### src/hw/rtl/rpbd_pkg.sv
// Shared types and codes for the rotated packed bitmap drawer.
package rpbd_pkg;

    localparam int CoordWidth = 11;

    typedef enum logic [2:0] {
        MODE_WRITE_PIXEL = 3'd0,
        MODE_READ_ROT    = 3'd1,
        MODE_READ_RAW    = 3'd2,
        MODE_HLINE       = 3'd3,
        MODE_VLINE       = 3'd4,
        MODE_FILL        = 3'd5
    } mode_t;

    typedef enum logic [1:0] {
        OP_NONE  = 2'd0,
        OP_WRITE = 2'd1,
        OP_READ  = 2'd2,
        OP_FILL  = 2'd3
    } op_t;

    typedef struct packed {
        op_t                   op;
        logic [CoordWidth-1:0] cx;
        logic [CoordWidth-1:0] cy;
        logic [CoordWidth-1:0] count;
        logic                  step_y;
        logic                  raw;
        logic                  on;
        logic                  off;
    } cmd_t;

endpackage

### src/hw/rtl/rpbd_ram.sv
// Generic single-write, single-read RAM with registered read data.
module rpbd_ram #(
    parameter int WIDTH = 8,
    parameter int DEPTH = 80
) (
    input  logic                                  clk,
    input  logic                                  we,
    input  logic [(DEPTH > 1 ? $clog2(DEPTH) : 1)-1:0] waddr,
    input  logic [WIDTH-1:0]                      wdata,
    input  logic [(DEPTH > 1 ? $clog2(DEPTH) : 1)-1:0] raddr,
    output logic [WIDTH-1:0]                      rdata
);
    logic [WIDTH-1:0] mem [DEPTH];

    always_ff @(posedge clk)
    begin
        if (we)
        begin
            mem[waddr] <= wdata;
        end
        rdata <= mem[raddr];
    end
endmodule

### src/hw/rtl/rpbd_front.sv
// Front end: classifies and clips one command into a back-end command.
module rpbd_front #(
    parameter int PANEL_WIDTH  = 32,
    parameter int PANEL_HEIGHT = 16
) (
    input  logic [2:0]          mode,
    input  logic signed [10:0]  x_coord,
    input  logic signed [10:0]  y_coord,
    input  logic signed [10:0]  line_length,
    input  logic                pixel_on,
    input  logic [1:0]          rotation,
    output rpbd_pkg::cmd_t      cmd
);
    import rpbd_pkg::*;

    localparam logic signed [12:0] PW = 13'(PANEL_WIDTH);
    localparam logic signed [12:0] PH = 13'(PANEL_HEIGHT);

    logic signed [12:0] x, y, ln, rw, rh, alim, flim, fix, st0, n, st1, len1, st2, len2;
    logic               horiz, reject, in_rot, in_raw;

    always_comb
    begin
        x  = 13'(x_coord);
        y  = 13'(y_coord);
        ln = 13'(line_length);
        rw = rotation[0] ? PH : PW;
        rh = rotation[0] ? PW : PH;
        horiz = (mode == MODE_HLINE);
        st0  = horiz ? x : y;
        fix  = horiz ? y : x;
        alim = horiz ? rw : rh;
        flim = horiz ? rh : rw;

        // fold a backwards line onto its low end
        n    = -ln;
        st1  = st0;
        len1 = ln;
        if (ln < 0)
        begin
            st1  = st0 - n + 13'sd1;
            len1 = n;
            if (st1 < 0)
            begin
                len1 = n + st1;
                st1  = '0;
            end
        end
        reject = (fix < 0) || (fix >= flim) || (st1 >= alim) || (st1 + len1 - 13'sd1 < 0);

        st2  = st1;
        len2 = len1;
        if (st2 < 0)
        begin
            len2 = len1 + st2;
            st2  = '0;
        end
        if (st2 + len2 > alim)
        begin
            len2 = alim - st2;
        end

        in_rot = (x >= 0) && (y >= 0) && (x < rw) && (y < rh);
        in_raw = (x >= 0) && (y >= 0) && (x < PW) && (y < PH);

        cmd        = '0;
        cmd.on     = pixel_on;
        cmd.cx     = x[10:0];
        cmd.cy     = y[10:0];
        cmd.count  = 11'd1;
        unique case (mode)
            MODE_WRITE_PIXEL:
            begin
                cmd.op  = in_rot ? OP_WRITE : OP_NONE;
                cmd.off = !in_rot;
            end
            MODE_READ_ROT:
            begin
                cmd.op  = in_rot ? OP_READ : OP_NONE;
                cmd.off = !in_rot;
            end
            MODE_READ_RAW:
            begin
                cmd.op  = in_raw ? OP_READ : OP_NONE;
                cmd.off = !in_raw;
                cmd.raw = 1'b1;
            end
            MODE_HLINE, MODE_VLINE:
            begin
                cmd.op     = (reject || len2 == 0) ? OP_NONE : OP_WRITE;
                cmd.off    = reject;
                cmd.cx     = horiz ? st2[10:0] : fix[10:0];
                cmd.cy     = horiz ? fix[10:0] : st2[10:0];
                cmd.step_y = !horiz;
                cmd.count  = len2[10:0];
            end
            MODE_FILL:
            begin
                cmd.op = OP_FILL;
            end
            default:
            begin
                cmd.op = OP_NONE;
            end
        endcase
    end
endmodule

### src/hw/rtl/rpbd_queue.sv
// Two-entry command queue between front and back end.
module rpbd_queue (
    input  logic           clk,
    input  logic           rst_n,
    input  logic           push,
    input  rpbd_pkg::cmd_t push_data,
    input  logic           pop,
    output rpbd_pkg::cmd_t pop_data,
    output logic           full,
    output logic           empty
);
    import rpbd_pkg::*;

    cmd_t       slot_reg [2];
    logic       wr_ptr_reg, wr_ptr_next, rd_ptr_reg, rd_ptr_next;
    logic [1:0] fill_reg, fill_next;

    assign full     = (fill_reg == 2'd2);
    assign empty    = (fill_reg == 2'd0);
    assign pop_data = slot_reg[rd_ptr_reg];

    always_comb
    begin
        wr_ptr_next = wr_ptr_reg ^ push;
        rd_ptr_next = rd_ptr_reg ^ pop;
        fill_next   = fill_reg + 2'(push) - 2'(pop);
    end

    always_ff @(posedge clk)
    begin
        if (push)
        begin
            slot_reg[wr_ptr_reg] <= push_data;
        end
    end

    always_ff @(posedge clk or negedge rst_n)
    begin
        if (!rst_n)
        begin
            wr_ptr_reg <= 1'b0;
            rd_ptr_reg <= 1'b0;
            fill_reg   <= 2'd0;
        end
        else
        begin
            wr_ptr_reg <= wr_ptr_next;
            rd_ptr_reg <= rd_ptr_next;
            fill_reg   <= fill_next;
        end
    end
endmodule

### src/hw/rtl/rpbd_back.sv
// Back end: maps, addresses, reads, read-modify-writes, clears and fills the frame store.
module rpbd_back #(
    parameter int PANEL_WIDTH   = 32,
    parameter int PANEL_HEIGHT  = 16,
    parameter int BITS_PER_WORD = 7
) (
    input  logic           clk,
    input  logic           rst_n,
    input  logic [1:0]     rotation,
    input  logic           q_empty,
    input  rpbd_pkg::cmd_t q_data,
    output logic           q_pop,
    output logic           clearing,
    output logic           pixel_value,
    output logic           off_canvas,
    output logic           out_valid,
    input  logic           out_stall
);
    import rpbd_pkg::*;

    localparam int RowBytes = (PANEL_WIDTH + BITS_PER_WORD - 1) / BITS_PER_WORD;
    localparam int Depth    = RowBytes * PANEL_HEIGHT;
    localparam int Aw       = Depth > 1 ? $clog2(Depth) : 1;
    localparam int Recip    = (65536 + BITS_PER_WORD - 1) / BITS_PER_WORD;
    localparam logic [10:0] PwM1 = 11'(PANEL_WIDTH - 1);
    localparam logic [10:0] PhM1 = 11'(PANEL_HEIGHT - 1);
    localparam logic [Aw-1:0] LastAddr = Aw'(Depth - 1);

    typedef enum logic [7:0] {
        S_IDLE  = 8'b0000_0001,
        S_CLEAR = 8'b0000_0010,
        S_MAP   = 8'b0000_0100,
        S_DIV   = 8'b0000_1000,
        S_ADDR  = 8'b0001_0000,
        S_RD    = 8'b0010_0000,
        S_MOD   = 8'b0100_0000,
        S_DONE  = 8'b1000_0000
    } state_t;

    state_t         state_reg, state_next;
    cmd_t           cmd_reg, cmd_next;
    logic           init_reg, init_next;
    logic           val_reg, val_next;
    logic [10:0]    rx_reg, rx_next, ry_reg, ry_next, q_reg, q_next;
    logic [Aw-1:0]  row_reg, row_next, addr_reg, addr_next, clr_reg, clr_next;
    logic [2:0]     bit_reg, bit_next;
    logic           ov_reg, ov_next, pv_reg, pv_next, oc_reg, oc_next;
    logic           ram_we;
    logic [Aw-1:0]  ram_waddr;
    logic [7:0]     ram_wdata, ram_rdata, mask;
    logic [27:0]    prod;
    logic [21:0]    row_prod;

    rpbd_ram #(.WIDTH(8), .DEPTH(Depth)) u_store (
        .clk   (clk),
        .we    (ram_we),
        .waddr (ram_waddr),
        .wdata (ram_wdata),
        .raddr (addr_reg),
        .rdata (ram_rdata)
    );

    assign clearing    = init_reg;
    assign out_valid   = ov_reg;
    assign pixel_value = pv_reg;
    assign off_canvas  = oc_reg;

    always_comb
    begin
        state_next = state_reg;
        cmd_next   = cmd_reg;
        init_next  = init_reg;
        val_next   = val_reg;
        rx_next    = rx_reg;
        ry_next    = ry_reg;
        q_next     = q_reg;
        row_next   = row_reg;
        addr_next  = addr_reg;
        bit_next   = bit_reg;
        clr_next   = clr_reg;
        ov_next    = ov_reg && out_stall;
        pv_next    = pv_reg;
        oc_next    = oc_reg;
        q_pop      = 1'b0;
        ram_we     = 1'b0;
        ram_waddr  = addr_reg;
        mask       = 8'(1) << bit_reg;
        ram_wdata  = cmd_reg.on ? (ram_rdata | mask) : (ram_rdata & ~mask);
        prod       = 28'(rx_reg) * 28'(Recip);
        row_prod   = 22'(ry_reg) * 22'(RowBytes);

        unique case (state_reg)
            S_IDLE:
            begin
                if (!q_empty)
                begin
                    q_pop    = 1'b1;
                    cmd_next = q_data;
                    val_next = 1'b0;
                    clr_next = '0;
                    unique case (q_data.op)
                        OP_WRITE, OP_READ: state_next = S_MAP;
                        OP_FILL:           state_next = S_CLEAR;
                        default:           state_next = S_DONE;
                    endcase
                end
            end
            S_CLEAR:
            begin
                // sweep the store: zero after reset, or the fill colour
                ram_we    = 1'b1;
                ram_waddr = clr_reg;
                ram_wdata = (!init_reg && cmd_reg.on) ? 8'hFF : 8'h00;
                clr_next  = clr_reg + Aw'(1);
                if (clr_reg == LastAddr)
                begin
                    init_next  = 1'b0;
                    state_next = init_reg ? S_IDLE : S_DONE;
                end
            end
            S_MAP:
            begin
                rx_next = cmd_reg.cx;
                ry_next = cmd_reg.cy;
                if (!cmd_reg.raw)
                begin
                    unique case (rotation)
                        2'd1:
                        begin
                            rx_next = PwM1 - cmd_reg.cy;
                            ry_next = cmd_reg.cx;
                        end
                        2'd2:
                        begin
                            rx_next = PwM1 - cmd_reg.cx;
                            ry_next = PhM1 - cmd_reg.cy;
                        end
                        2'd3:
                        begin
                            rx_next = cmd_reg.cy;
                            ry_next = PhM1 - cmd_reg.cx;
                        end
                        default:
                        begin
                            rx_next = cmd_reg.cx;
                            ry_next = cmd_reg.cy;
                        end
                    endcase
                end
                state_next = S_DIV;
            end
            S_DIV:
            begin
                // byte column by reciprocal multiply, exact for 10-bit columns
                q_next     = prod[26:16];
                row_next   = Aw'(row_prod);
                state_next = S_ADDR;
            end
            S_ADDR:
            begin
                addr_next  = Aw'(q_reg) + row_reg;
                bit_next   = 3'(rx_reg - 11'(q_reg * 11'(BITS_PER_WORD)));
                state_next = S_RD;
            end
            S_RD:
            begin
                state_next = S_MOD;
            end
            S_MOD:
            begin
                if (cmd_reg.op == OP_READ)
                begin
                    val_next   = ram_rdata[bit_reg];
                    state_next = S_DONE;
                end
                else
                begin
                    ram_we         = 1'b1;
                    cmd_next.count = cmd_reg.count - 11'd1;
                    if (cmd_reg.step_y)
                    begin
                        cmd_next.cy = cmd_reg.cy + 11'd1;
                    end
                    else
                    begin
                        cmd_next.cx = cmd_reg.cx + 11'd1;
                    end
                    state_next = (cmd_reg.count == 11'd1) ? S_DONE : S_MAP;
                end
            end
            S_DONE:
            begin
                if (!ov_next)
                begin
                    ov_next    = 1'b1;
                    pv_next    = val_reg;
                    oc_next    = cmd_reg.off;
                    state_next = S_IDLE;
                end
            end
            default:
            begin
                state_next = S_IDLE;
            end
        endcase
    end

    always_ff @(posedge clk)
    begin
        cmd_reg  <= cmd_next;
        val_reg  <= val_next;
        rx_reg   <= rx_next;
        ry_reg   <= ry_next;
        q_reg    <= q_next;
        row_reg  <= row_next;
        addr_reg <= addr_next;
        bit_reg  <= bit_next;
        pv_reg   <= pv_next;
        oc_reg   <= oc_next;
    end

    always_ff @(posedge clk or negedge rst_n)
    begin
        if (!rst_n)
        begin
            state_reg <= S_CLEAR;
            init_reg  <= 1'b1;
            clr_reg   <= '0;
            ov_reg    <= 1'b0;
        end
        else
        begin
            state_reg <= state_next;
            init_reg  <= init_next;
            clr_reg   <= clr_next;
            ov_reg    <= ov_next;
        end
    end
endmodule

### src/hw/rtl/rotated_packed_bitmap_drawer.sv
// Top level of the rotated packed bitmap drawer.
//
// A one-bit-per-pixel frame store, BITS_PER_WORD pixels to a byte and
// ceil(PANEL_WIDTH / BITS_PER_WORD) bytes to a row, drawn in rotated
// coordinates. Each accepted item returns exactly one result item. The
// front end clips and classifies an item and drops it into a two-entry
// queue; the back end walks it pixel by pixel through the store, a
// single-port-write RAM with registered read. Each pixel of a line is
// one read-modify-write of its byte; a fill sweeps the store at one
// byte a cycle. After reset the same sweep clears the store, and no
// item is accepted until it ends. Write the rotation register only
// while the block is idle.
module rotated_packed_bitmap_drawer #(
    parameter int PANEL_WIDTH   = 32,
    parameter int PANEL_HEIGHT  = 16,
    parameter int BITS_PER_WORD = 7
) (
    input  logic               clk,
    input  logic               rst_n,
    input  logic               in_valid,
    output logic               in_stall,
    input  logic [2:0]         mode,
    input  logic signed [10:0] x_coord,
    input  logic signed [10:0] y_coord,
    input  logic signed [10:0] line_length,
    input  logic               pixel_on,
    output logic               out_valid,
    input  logic               out_stall,
    output logic               pixel_value,
    output logic               off_canvas,
    input  logic               cfg_valid,
    output logic               cfg_ready,
    input  logic [1:0]         cfg_data
);
    import rpbd_pkg::*;

    logic [1:0] rotation_reg, rotation_next;
    cmd_t       front_cmd, q_data;
    logic       q_full, q_empty, q_pop, push, clearing;

    // always ready: the user writes only while idle, the block does not enforce it
    assign cfg_ready = 1'b1;
    assign rotation_next = (cfg_valid && cfg_ready) ? cfg_data : rotation_reg;

    always_ff @(posedge clk or negedge rst_n)
    begin
        if (!rst_n)
        begin
            rotation_reg <= 2'd0;
        end
        else
        begin
            rotation_reg <= rotation_next;
        end
    end

    // hold items off while the queue is full or the store is being cleared after reset
    assign in_stall = q_full || clearing;
    assign push     = in_valid && !in_stall;

    rpbd_front #(
        .PANEL_WIDTH  (PANEL_WIDTH),
        .PANEL_HEIGHT (PANEL_HEIGHT)
    ) u_front (
        .mode        (mode),
        .x_coord     (x_coord),
        .y_coord     (y_coord),
        .line_length (line_length),
        .pixel_on    (pixel_on),
        .rotation    (rotation_reg),
        .cmd         (front_cmd)
    );

    rpbd_queue u_queue (
        .clk       (clk),
        .rst_n     (rst_n),
        .push      (push),
        .push_data (front_cmd),
        .pop       (q_pop),
        .pop_data  (q_data),
        .full      (q_full),
        .empty     (q_empty)
    );

    rpbd_back #(
        .PANEL_WIDTH   (PANEL_WIDTH),
        .PANEL_HEIGHT  (PANEL_HEIGHT),
        .BITS_PER_WORD (BITS_PER_WORD)
    ) u_back (
        .clk         (clk),
        .rst_n       (rst_n),
        .rotation    (rotation_reg),
        .q_empty     (q_empty),
        .q_data      (q_data),
        .q_pop       (q_pop),
        .clearing    (clearing),
        .pixel_value (pixel_value),
        .off_canvas  (off_canvas),
        .out_valid   (out_valid),
        .out_stall   (out_stall)
    );
endmodule

### config.mk
export PLATFORM = sky130hd
export DESIGN_NAME = rotated_packed_bitmap_drawer
export DESIGN_NICKNAME = d
export VERILOG_FILES = /design/src/hw/rtl/rpbd_pkg.sv /design/src/hw/rtl/rpbd_ram.sv /design/src/hw/rtl/rpbd_front.sv /design/src/hw/rtl/rpbd_queue.sv /design/src/hw/rtl/rpbd_back.sv /design/src/hw/rtl/rotated_packed_bitmap_drawer.sv
export SDC_FILE = /design/constraint.sdc
export NUM_CORES = 1
export LEC_CHECK = 0
export BUFFER_PORTS_ARGS = -buffer_cell sky130_fd_sc_hd__buf_4
export CAP_MARGIN = 10
export CORE_MARGIN = 10
export CORE_UTILIZATION = 45
export CTS_BUF_LIST = sky130_fd_sc_hd__clkbuf_8
export DETAILED_ROUTE_END_ITERATION = 8
export MAX_ROUTING_LAYER = met4
export PLACE_DENSITY = 0.62
export SYNTH_ARGS = -nofsm -noshare
export SYNTH_HDL_FRONTEND = slang
export SYNTH_HIERARCHICAL = 1
export SYNTH_SLANG_ARGS = --single-unit
### constraint.sdc
create_clock -name clk -period 5.2 [get_ports clk]
set_clock_uncertainty 0.1 [all_clocks]
set_input_delay 1.04 -clock clk [delete_from_list [all_inputs] [get_ports clk]]
set_output_delay 1.04 -clock clk [all_outputs]
set_load 0.005 [all_outputs]
Word level (Yosys, flattened, before mapping)

Memory sizes are Yosys's and may differ from the RTL's. A register that Yosys moved wholly into a read port is not among the register bits.
Cells that the tools add are included.

RAM bits: 718
Memories: 2
Logic and storage cells: 199
Input port bits: 44
Output and inout port bits: 5
Register bits after elaboration: 113

$add $sub $neg: 21
$lt $le $gt $ge: 15
Eq/ne operators: 30
Bitwise operators: 7
Multiply operators: 3
Multiplexer cells: 60
Shift-type cells: 1
Reductions and logical operators: 35

Memories:

| memory             | depth | bits a word | rd ports | clocked after Yosys merged registers in | write ports | line             | text |
|---|---|---|---|---|---|---|---|
| u_back.u_store.mem | 80    | 8           | 1        | 1                                       | 1           | rpbd_ram.sv:13   | `logic [WIDTH-1:0] mem [DEPTH];` |
| u_queue.slot_reg   | 2     | 39          | 1        | 0                                       | 1           | rpbd_queue.sv:14 | `cmd_t slot_reg [2];` |

Operators by type and width:

| cell                     | number |
|---|---|
| $mux W13                 | 11 |
| $mux W8                  | 9 |
| $mux W11                 | 6 |
| $pmux W11 S3             | 2 |
| $pmux W33 S2             | 1 |
| $pmux W8 S8              | 1 |
| $add A13 B13 Y13         | 3 |
| $lt A13 B1 Y1 const B    | 3 |
| $mux W37                 | 1 |
| $mux W34                 | 1 |
| $mux W33                 | 1 |
| $logic_not A32 Y1        | 1 |
| $lt A32 B1 Y1 const B    | 1 |
| $sub A32 B2 Y32 const B  | 1 |
| $ge A13 B13 Y1           | 2 |
| $sub A13 B13 Y13         | 2 |
| $mul A11 B14 Y25 const B | 1 |
| $add A11 B1 Y11 const B  | 2 |
| $ge A11 B1 Y1 const B    | 2 |
| $lt A11 B7 Y1            | 2 |
| $sub A4 B11 Y11 const A  | 2 |
| $sub A5 B11 Y11 const A  | 2 |
| $pmux W8 S2              | 1 |
| $add A13 B13 Y14         | 1 |
| other kinds (57)         | 113 |

Logic depth before layout (Yosys ltp)

Gate-level depths: netlist (run 1).

Depth after elaboration: 16
Depth in mapped cells: 43
Gate-level depth less buffers: 40

Hierarchy

Netlist (run 1), hierarchy kept.

By module, submodules not included:

| module                       | seq. area each (µm²) | cells an instance | times used | area an instance (µm²) |
|---|---|---|---|---|
| rpbd_ram                     | 19378.6              | 1112              | 1          | 24902.6 |
| rpbd_back                    | 2950.3               | 801               | 1          | 7828.8 |
| rpbd_front                   | 0.0                  | 786               | 1          | 5237.5 |
| rpbd_queue                   | 2442.3               | 137               | 1          | 3034.2 |
| rotated_packed_bitmap_drawer | 50.0                 | 8                 | 1          | 97.6 |

Least setup slack after synthesis (run 1)

No wires, ideal clock.

Path kind: input to register
From: in line_length[10]
To: mem u_queue/slot_reg[0][12] (netlist bit), data pin
Setup slack: -4.587 ns
Data arrival time: 9.417 ns
Buffers on the path: 7
Library setup time: 0.270 ns
Data required time: 4.830 ns
Cell stages on the path: 39
Cell sequence: clkbuf_1 > clkbuf_1 > clkbuf_1 > clkbuf_1 > clkbuf_1 > buf_1 > xnor2_1 > inv_1 > ha_1 > ha_1 > or2_0 > a21oi_1 > a31oi_1 > o21ai_2 > nand2_1 > or3_1 > o21ai_0 > a22o_1 > [... 3 more ...] > nor3_1 > a2111oi_0 > o21bai_1 > a21oi_1 > xnor2_1 > a21o_1 > ha_1 > inv_1 > a21oi_1 > a21oi_1 > nor3_1 > nand2_1 > nor4_1 > o21ai_0 > nand2_1 > clkbuf_1 > mux2i_1 > nor2_1

RTL lines:

| what               | line                               | text |
|---|---|---|
| start: declaration | rotated_packed_bitmap_drawer.sv:25 | `input logic signed [10:0] line_length,` |
| end: declaration   | rpbd_queue.sv:14                   |  |

==> impl_metrics.csv, run 1 <==
group,metric,value,unit
status,outcome,"finished with violations",
status,violations,"setup timing",
pwr,ir_drop,0.0002988,V
detailed_routing,drt_iter0_drc,2200,
placed_design,place_area,45590,um^2
min_path,min_from,"u_back/cmd_reg[0]",
worst_setup_path,cp_slowest_stage_delay,480,ps
timing,fin_ws,-1929,ps
worst_setup_path,cp_max_fo,7,
synthesis,synth.most_common_cell,"edfxtp_1",
layout,fillers,7398,
synthesis,synth_warnings,6,
synthesis,synth_compound_area_share,7.245,%
clocking,cts.path.max_buffers,3,
synthesis,synth.area.top_cells,"edfxtp_1 (59%), mux4_2 (9.3%), ha_1 (6.1%)",
synthesis,synthArstFlopShare,2.761,%
synthesis,synth_top_family_by_area,"multiplexers",
detailed_routing,totalWireLength,106700,um
synthesis,syn-num-nets,3112,
timing,fmaxAchievable,140.3,MHz
worst_setup_path,start_kind,"input pin",
floorplanning,ios,49,
timing,timing.final.crit_share,137.1,%
synthesis,synth_top_area_share,58.60,%
worst_setup_path,arrival,7490,ps
pwr,power_density,427.0,nW/um^2
synthesis,synth_simple_gate_area_share,7.696,%
synthesis,ys_top_cells_by_count,"edfxtp_1 (802), nand2_1 (204), ha_1 (199)",
floorplanning,die_w,322.2,um
layout,area_growth,20.91,%
worst_setup_path,crit_family,"simple AND/OR/NAND/NOR gates",
min_path,hold_path.class,"register to register",
floorplanning,initial_core_util,45.52,%
synthesis,synth-adder-area-share,7.303,%
synthesis,synth-seq-cells,833,
clocking,clk_latency,800,ps
synthesis,yosysSeqAreaShare,60.39,%
synthesis,yosysTopAreaCell,"edfxtp_1",
timing,finalCriticalPeriod,7129,ps
worst_setup_path,crit_path_start,"line_length[4]",
synthesis,yosys_most_used_dff,"edfxtp_1",
grt,grt_usage,21.06,%
worst_setup_path,end_kind,"register",
synthesis,synth_mux_area_share,11.77,%
placed_design,io_buffer_count,47,
detailed_routing,vias_per_cell,5.645,
worst_setup_path,path_buf_inv,8,
job,cap_violations,0,
detailed_routing,routedWlPerCell,23.09,um
placed_design,dp.cells,4321,
layout,utilization,55.04,%
floorplanning,die_h,322.2,um
floorplanning,die-area,103800,um^2
placed_design,gp_congestion,0.9417,
timing,tightest_slew,1098,ps
layout,drive_above_1_share,31.40,%
timing,setup_violations,26,
synthesis,synth_xor_area_share,2.615,%
floorplanning,core_area,90290,um^2
clocking,path_clk_slew,60,ps
timing,hold_viol,0,
detailed_routing,dr.pass1.iters,7,
synthesis,synth_area,41100,um^2
placed_design,hpwl,72940,um
timing,timing.slew.headroom,26.54,%
floorplanning,rows,110,
layout,instances_no_fill,4620,
grt,grt_pass1_vias,26905,
grt,antenna_found_initial,1,
worst_setup_path,crit_type,"input pin to register",
grt,grt_pass1_wl,162300,um
layout,final_area,49700,um^2
pwr,leakagePower,18.53,nW
layout,fin_nets,3605,
detailed_routing,drc,0,
grt,grt.overflow.total,0,
grt,grt_start_max_net_pins,94,
clocking,root_buffer,"clkbuf_8",
clocking,clkSinkCount,833,
detailed_routing,vias,26080,
synthesis,syn-instance-count,2844,
synthesis,synth_edf_count,802,
worst_setup_path,reg2reg_from,"u_back/rx_reg[9]",
worst_setup_path,crit_required,5560,ps
synthesis,synth_cell_types,102,
clocking,cts_tree,"yes",
clocking,htreeDepth,4,
detailed_routing,drtAntennaViolNets,0,
worst_setup_path,cp_slowest_cell,"or4_4",
timing,rsz0062_at_grt,"true",
synthesis,syn_avg_cell_area,14.45,um^2
timing,drv_slew,0,
layout,largest_register_ffs,640,
clocking,numCtsBuffers,136,
-- area by class of cell --
type | instances | area (um^2) | area share (%)
Timing Repair Buffer | 481 | 3772 | 7.591
Inverter | 165 | 621.8 | 1.251
Clock buffer | 146 | 2009 | 4.043
Tap cell | 1176 | 1471 | 2.961
Multi-Input combinational cell | 1720 | 16370 | 32.95
Clock inverter | 98 | 624.3 | 1.256
Antenna cell | 1 | 2.502 | 0.005035
Sequential cell | 833 | 24820 | 49.95
-- logic make-up after synthesis --
kind of cell	Yosys count
compound gates	446
xor+xnor	118
fa+ha+maj	225
buf+inv	291
flops	833
mux	264
other cells	1
simple gates	666
-- placed cells by master, fill, tap and decap left out, types with 67 or more instances in the layout --
cell type	instances
edfxtp_1	802
buf_4	457
inv_1	196
nand2_1	190
nor2_1	182
mux4_2	170
ha_1	167
clkbuf_8	146
o21ai_0	99
nand3_1	76
xnor2_1	67
-- power breakdown --
group	leakage, nW	internal (mW)	switching, mW	total, mW
clock	1.50	2.88	2.65	5.53
combinational	9.37	3.08	3.84	6.93
sequential	7.67	8.35	0.417	8.77
total	18.5	14.3	6.91	21.2
-- metal layers --
metal  track usage [%]  up-vias  routed length [um]
met1             26.48    13130               43970
li1                  -    11938                   -
met2             34.31      815               53260
met4             7.451        0                3508
met5                 -        -                   0
met3             3.594      197                5922
-- what timing repair did --
item                                    4_1_cts  5_1_grt
hold buffers                                  1        0
pin swaps                                    50       45
endpoints found under the setup margin       26       26
hold endpoints to repair                      2        0
setup buffers                                33       22
gates resized for setup                     114       77
cloned                                        1        0
-- stage by stage --
step                      TNS, ps  total power, mW  hold slack (ps)  setup slack [ps]
after floorplan            -58810            12.65            300.3             -2459
after global placement     -77700            14.87            310.7             -3107
after detailed placement   -78530            15.05            321.1             -3145
after CTS                  -43880            21.04            264.0             -1818
after global routing       -56740            22.41            281.2             -2300
final                      -47130            21.22            318.5             -1929
-- final timing paths --
| path | to | slack (ps) | cells past startpoint |
|---|---|---|---|
| worst max-delay path | u_queue/slot_reg[1][8] | -1930 | 39 |
| worst max register to register | u_back/q_reg[6] | 650 | 15 |
| worst min-delay path | u_back/off_canvas | 320 | 0 |
| min in group asynchronous | u_back/out_valid | 600 | 2 |
| max in group asynchronous | u_back/clearing | 4070 | 2 |
| worst min register to register | u_back/off_canvas | 320 | 0 |
No activity file was read; power rests on OpenSTA's default activity.
==> run 2, diff against run 1 <==
--- a/config.mk
+++ b/config.mk
@@ -11,8 +11,7 @@
 export CORE_UTILIZATION = 45
 export CTS_BUF_LIST = sky130_fd_sc_hd__clkbuf_8
 export DETAILED_ROUTE_END_ITERATION = 8
-export MAX_ROUTING_LAYER = met4
-export PLACE_DENSITY = 0.62
+export PLACE_DENSITY = 0.6
 export SYNTH_ARGS = -nofsm -noshare
 export SYNTH_HDL_FRONTEND = slang
 export SYNTH_HIERARCHICAL = 1
==> impl_metrics.csv, run 2 (synthesized netlist as in run 1, its figures left out) <==
group,metric,value,unit
clocking,path_clk_slew,60,ps
timing,drv_slew,0,
floorplanning,ios,49,
timing,hold_viol,0,
worst_setup_path,end_kind,"register",
detailed_routing,met2WireLength,50930,um
clocking,cts_tree,"yes",
timing,setup_violations,26,
floorplanning,die_w,322.2,um
floorplanning,core_area,90290,um^2
detailed_routing,routedWlPerCell,23.08,um
floorplanning,initial_core_util,45.52,%
floorplanning,rows,110,
timing,finalCriticalPeriod,7332,ps
placed_design,gp_congestion,0.9025,
worst_setup_path,crit_family,"simple AND/OR/NAND/NOR gates",
worst_setup_path,cp_max_fo,7,
pwr,power_density,417.4,nW/um^2
pwr,switching_share,32.54,%
timing,timing.slew.headroom,23.53,%
grt,grt_start_max_net_pins,97,
pwr,ir_drop,0.0004339,V
pwr,combPwrFrac,32.8,%
pwr,p_int,13.90,mW
clocking,clkSinkCount,833,
worst_setup_path,cp_slowest_stage_delay,530,ps
grt,grt_pass1_vias,26772,
layout,mostFrequentLayoutCells,"edfxtp_1 (802), buf_4 (466), inv_1 (197)",
grt,grt_pass1_wl,162000,um
worst_setup_path,arrival,7700,ps
grt,grt.overflow.total,0,
layout,fillers,7379,
clocking,ctsHoldBuffers,0,
layout,final_area,49360,um^2
detailed_routing,drt_iter0_drc,2377,
layout,regArea,24820,um^2
timing,timing.final.crit_share,141.0,%
timing,rsz0062_at_grt,"true",
worst_setup_path,path_buf_inv,3,
detailed_routing,totalWireLength,106500,um
placed_design,hpwl,74650,um
clocking,cts.path.max_buffers,3,
clocking,numCtsBuffers,132,
timing,final.setup.tns,-50780,ps
floorplanning,die-area,103800,um^2
status,outcome,"finished with violations",
job,cap_violations,0,
timing,tightest_slew,1143,ps
worst_setup_path,cp_slowest_cell,"or4_4",
layout,fin_nets,3607,
floorplanning,die_h,322.2,um
placed_design,place_area,45790,um^2
status,violations,"setup timing",
detailed_routing,dr_wl_met3,6654,um
min_path,hold_path.class,"input pin to async pin",
detailed_routing,drtAntennaViolNets,0,
detailed_routing,wl_met1,46600,um
detailed_routing,drc,0,
layout,final_common_cell,"edfxtp_1",
layout,drive_above_1_share,30.89,%
detailed_routing,dr.pass1.iters,7,
worst_setup_path,path_common_cell,"ha_4",
grt,grt_usage,20.41,%
worst_setup_path,start_kind,"input pin",
pwr,clkPwrFrac,24.7,%
grt,antenna_found_initial,0,
layout,largest_register_ffs,640,
layout,multi_input_area,16280,um^2
layout,diodes,0,
clocking,clk_latency,780,ps
detailed_routing,vias,26159,
worst_setup_path,crit_type,"input pin to register",
detailed_routing,vias_per_cell,5.666,
pwr,p_switching,6.704,mW
worst_setup_path,crit_required,5570,ps
timing,fmaxAchievable,136.4,MHz
clocking,root_buffer,"clkbuf_8",
pwr,seqPwrFrac,42.5,%
detailed_routing,top_layer,"met4",
placed_design,io_buffer_count,47,
pwr,leakagePower,18.44,nW
layout,area_growth,20.10,%
clocking,htreeDepth,4,
timing,fin_ws,-2132,ps
==> run 2: cell count changes in the layout (fill, tap and decap cells not counted), moves of 4 or more <==
cell	change
ha_1	+4
inv_12	-6
buf_4	+9
clkinvlp_4	+4
nor3_2	-4
clkbuf_8	-6
ha_4	-5
==> run 2: worst paths after layout <==
path                                   start                      end  slack, ps  cells past startpoint
max                           line_length[3]  u_queue/slot_reg[0][37]      -2130                     37
min                                    rst_n          rotation_reg[1]         70                      1
max reg2reg                 u_back/rx_reg[9]          u_back/q_reg[4]        680                     15
min reg2reg                u_back/cmd_reg[0]        u_back/off_canvas        330                      0
max in group asynchronous              rst_n          u_back/clearing       4610                      1
min in group clk           u_back/cmd_reg[0]        u_back/off_canvas        330                      0
==> run 2: layer usage <==
metal	GRT usage, %	vias to the layer above
li1	-	11942
met1	28.36	13176
met2	32.77	888
met3	3.588	153
met4	5.815	0
met5	0	-
==> run 2: power groups by stage <==
stage          logic, mW  registers (mW)  clock network [mW]
2_1_floorplan       3.93            8.72                   0
3_3_place_gp        6.00            8.86                   0
3_5_place_dp        6.14            8.88                   0
4_1_cts             6.42            8.74                5.22
5_1_grt             7.41            8.80                5.53
6_report            6.75            8.76                5.09
==> run 2: cell type report <==
class                           instances  area share (%)
Sequential cell                       833           50.29
Clock buffer                          140           3.904
Tap cell                             1176           2.981
Timing Repair Buffer                  487           7.635
Multi-Input combinational cell       1720           32.98
Clock inverter                         96          0.9582
Inverter                              165           1.260
==> run 2: metrics by stage <==
step	util, %	cells	setup slack, ps	total power, mW	hold WS, ps
after floorplan	-	2844	-2459	12.65	300.3
after global placement	50.71	4351	-3076	14.86	324.5
after detailed placement	50.71	4351	-3258	15.02	313.5
after CTS	54.04	4604	-2146	20.39	0.3464
after global routing	54.67	4617	-2357	21.74	43.04
final	54.67	4617	-2132	20.61	65.59
==> run 2: repair_timing <==
item                       4_1_cts  5_1_grt
hold endpoints to repair         0        0
setup buffers                   18       17
pin swaps                       47       80
gates resized for setup         88       90
setup endpoints to repair       26       26
==> run 3, diff against run 2 <==
--- a/config.mk
+++ b/config.mk
@@ -5,13 +5,15 @@
 export SDC_FILE = /design/constraint.sdc
 export NUM_CORES = 1
 export LEC_CHECK = 0
-export BUFFER_PORTS_ARGS = -buffer_cell sky130_fd_sc_hd__buf_4
+export BUFFER_PORTS_ARGS = -buffer_cell sky130_fd_sc_hd__buf_2
 export CAP_MARGIN = 10
 export CORE_MARGIN = 10
 export CORE_UTILIZATION = 45
 export CTS_BUF_LIST = sky130_fd_sc_hd__clkbuf_8
+export CTS_CLUSTER_DIAMETER = 100
 export DETAILED_ROUTE_END_ITERATION = 8
 export PLACE_DENSITY = 0.6
+export SKIP_CTS_REPAIR_TIMING = 1
 export SYNTH_ARGS = -nofsm -noshare
 export SYNTH_HDL_FRONTEND = slang
 export SYNTH_HIERARCHICAL = 1
==> impl_metrics.csv, run 3 (synthesized netlist as in run 1, its figures left out) <==
group,metric,value,unit
pwr,ir_drop,0.0003799,V
worst_setup_path,crit_path_start,"line_length[8]",
layout,largest_register_ffs,640,
layout,drive_above_1_share,29.94,%
worst_setup_path,crit_required,5580,ps
timing,drv_slew,0,
floorplanning,die_w,322.2,um
grt,grt.overflow.total,0,
detailed_routing,totalWireLength,106300,um
clocking,root_buffer,"clkbuf_8",
worst_setup_path,cp_slowest_cell,"nor4_4",
clocking,htreeDepth,4,
clocking,numCtsBuffers,131,
grt,grt_usage,20.21,%
layout,fin_nets,3597,
layout,fillers,7468,
timing,setup_violations,26,
worst_setup_path,reg2reg_from,"u_back/rx_reg[9]",
layout,mostFrequentLayoutCells,"edfxtp_1 (802), buf_4 (421), nand2_1 (194)",
detailed_routing,drt_iter0_drc,2331,
timing,tightest_slew,1134,ps
floorplanning,rows,110,
clocking,clkSinkCount,833,
floorplanning,core_area,90290,um^2
pwr,leakagePower,18.23,nW
timing,fmaxAchievable,136.1,MHz
placed_design,gp_congestion,0.9305,
clocking,clk_latency,790,ps
timing,rsz0062_at_grt,"true",
floorplanning,initial_core_util,45.52,%
timing,final.setup.tns,-51210,ps
layout,area_growth,18.92,%
layout,final_area,48880,um^2
grt,antenna_found_initial,0,
timing,timing.final.crit_share,141.3,%
floorplanning,die_h,322.2,um
detailed_routing,drtAntennaViolNets,0,
timing,hold_viol,0,
timing,finalCriticalPeriod,7349,ps
detailed_routing,routedWlPerCell,23.10,um
status,violations,"setup timing",
worst_setup_path,crit_type,"input pin to register",
worst_setup_path,start_kind,"input pin",
status,outcome,"finished with violations",
worst_setup_path,cp_max_fo,7,
floorplanning,ios,49,
floorplanning,die-area,103800,um^2
placed_design,hpwl,74490,um
job,cap_violations,0,
layout,final_common_cell,"edfxtp_1",
grt,grt_start_max_net_pins,129,
placed_design,io_buffer_count,47,
detailed_routing,dr.pass1.iters,5,
clocking,cts.path.max_buffers,3,
detailed_routing,vias_per_cell,5.701,
layout,diodes,0,
detailed_routing,drc,0,
detailed_routing,vias,26221,
pwr,power_density,419.1,nW/um^2
worst_setup_path,arrival,7730,ps
placed_design,place_area,45640,um^2
worst_setup_path,cp_slowest_stage_delay,370,ps
min_path,hold_path.class,"input pin to async pin",
clocking,path_clk_slew,60,ps
grt,grt_pass1_wl,159500,um
worst_setup_path,end_kind,"register",
grt,grt_pass1_vias,26437,
timing,fin_ws,-2149,ps
timing,timing.slew.headroom,24.06,%
clocking,cts_tree,"yes",
==> run 3: path summary, 6_finish.rpt <==
| kind | endpoint | depth (start not counted) | slack (ps) |
|---|---|---|---|
| max | u_queue/slot_reg[1][37] | 36 | -2150 |
| min | rotation_reg[1] | 1 | 170 |
| max reg2reg | u_back/q_reg[6] | 15 | 590 |
| min reg2reg | u_back/off_canvas | 0 | 330 |
| max in group asynchronous | u_back/state_reg[2] | 1 | 4400 |
| min in group clk | u_back/off_canvas | 0 | 330 |
==> run 3: final cells by class <==
| cell class | instances | area, um^2 | share of cell area [%] |
|---|---|---|---|
| sequential | 833 | 24820 | 50.78 |
| multi-input combinational | 1720 | 15970 | 32.68 |
| clock inverter | 91 | 533.0 | 1.090 |
| inverter | 165 | 619.3 | 1.267 |
| clock buffer | 136 | 1872 | 3.830 |
| timing repair buffer | 478 | 3590 | 7.344 |
| tap | 1176 | 1471 | 3.010 |
==> run 3: worst max-delay path, delay by kind of cell <==
kind | cells | cell delay (ps)
adder cells (fa/ha/maj) | 4 | 1000
multiplexers | 2 | 600
XOR/XNOR | 2 | 210
AND/OR/NAND/NOR | 9 | 2020
buffers and inverters | 7 | 850
AO/OA/AOI/OAI | 12 | 1980
==> run 3: metrics by stage <==
step	setup WS (ps)	utilization, %	hold WS [ps]	instances	power, mW
final	-2149	54.14	166.3	4599	20.49
after global routing	-2433	54.14	157.9	4599	21.61
after CTS	-2482	53.22	116.6	4573	20.21
after detailed placement	-3278	50.55	310.9	4346	15.00
after global placement	-3141	50.55	320.9	4346	14.85
after floorplan	-2459	-	300.3	2844	12.65
==> run 3: report_power, final <==
part	switching [mW]	internal [mW]
sequential	0.442	8.35
combinational	3.67	2.86
clock	2.49	2.67
total	6.61	13.9
==> run 3: metal layers <==
layer	routed length (um)	GRT usage [%]	share of wire (%)	vias up
met5	0	0	0	-
li1	-	-	-	11918
met2	49910	31.83	47	933
met3	7235	3.644	6.8	163
met4	2798	6.514	2.6	0
met1	46310	28.26	44	13207
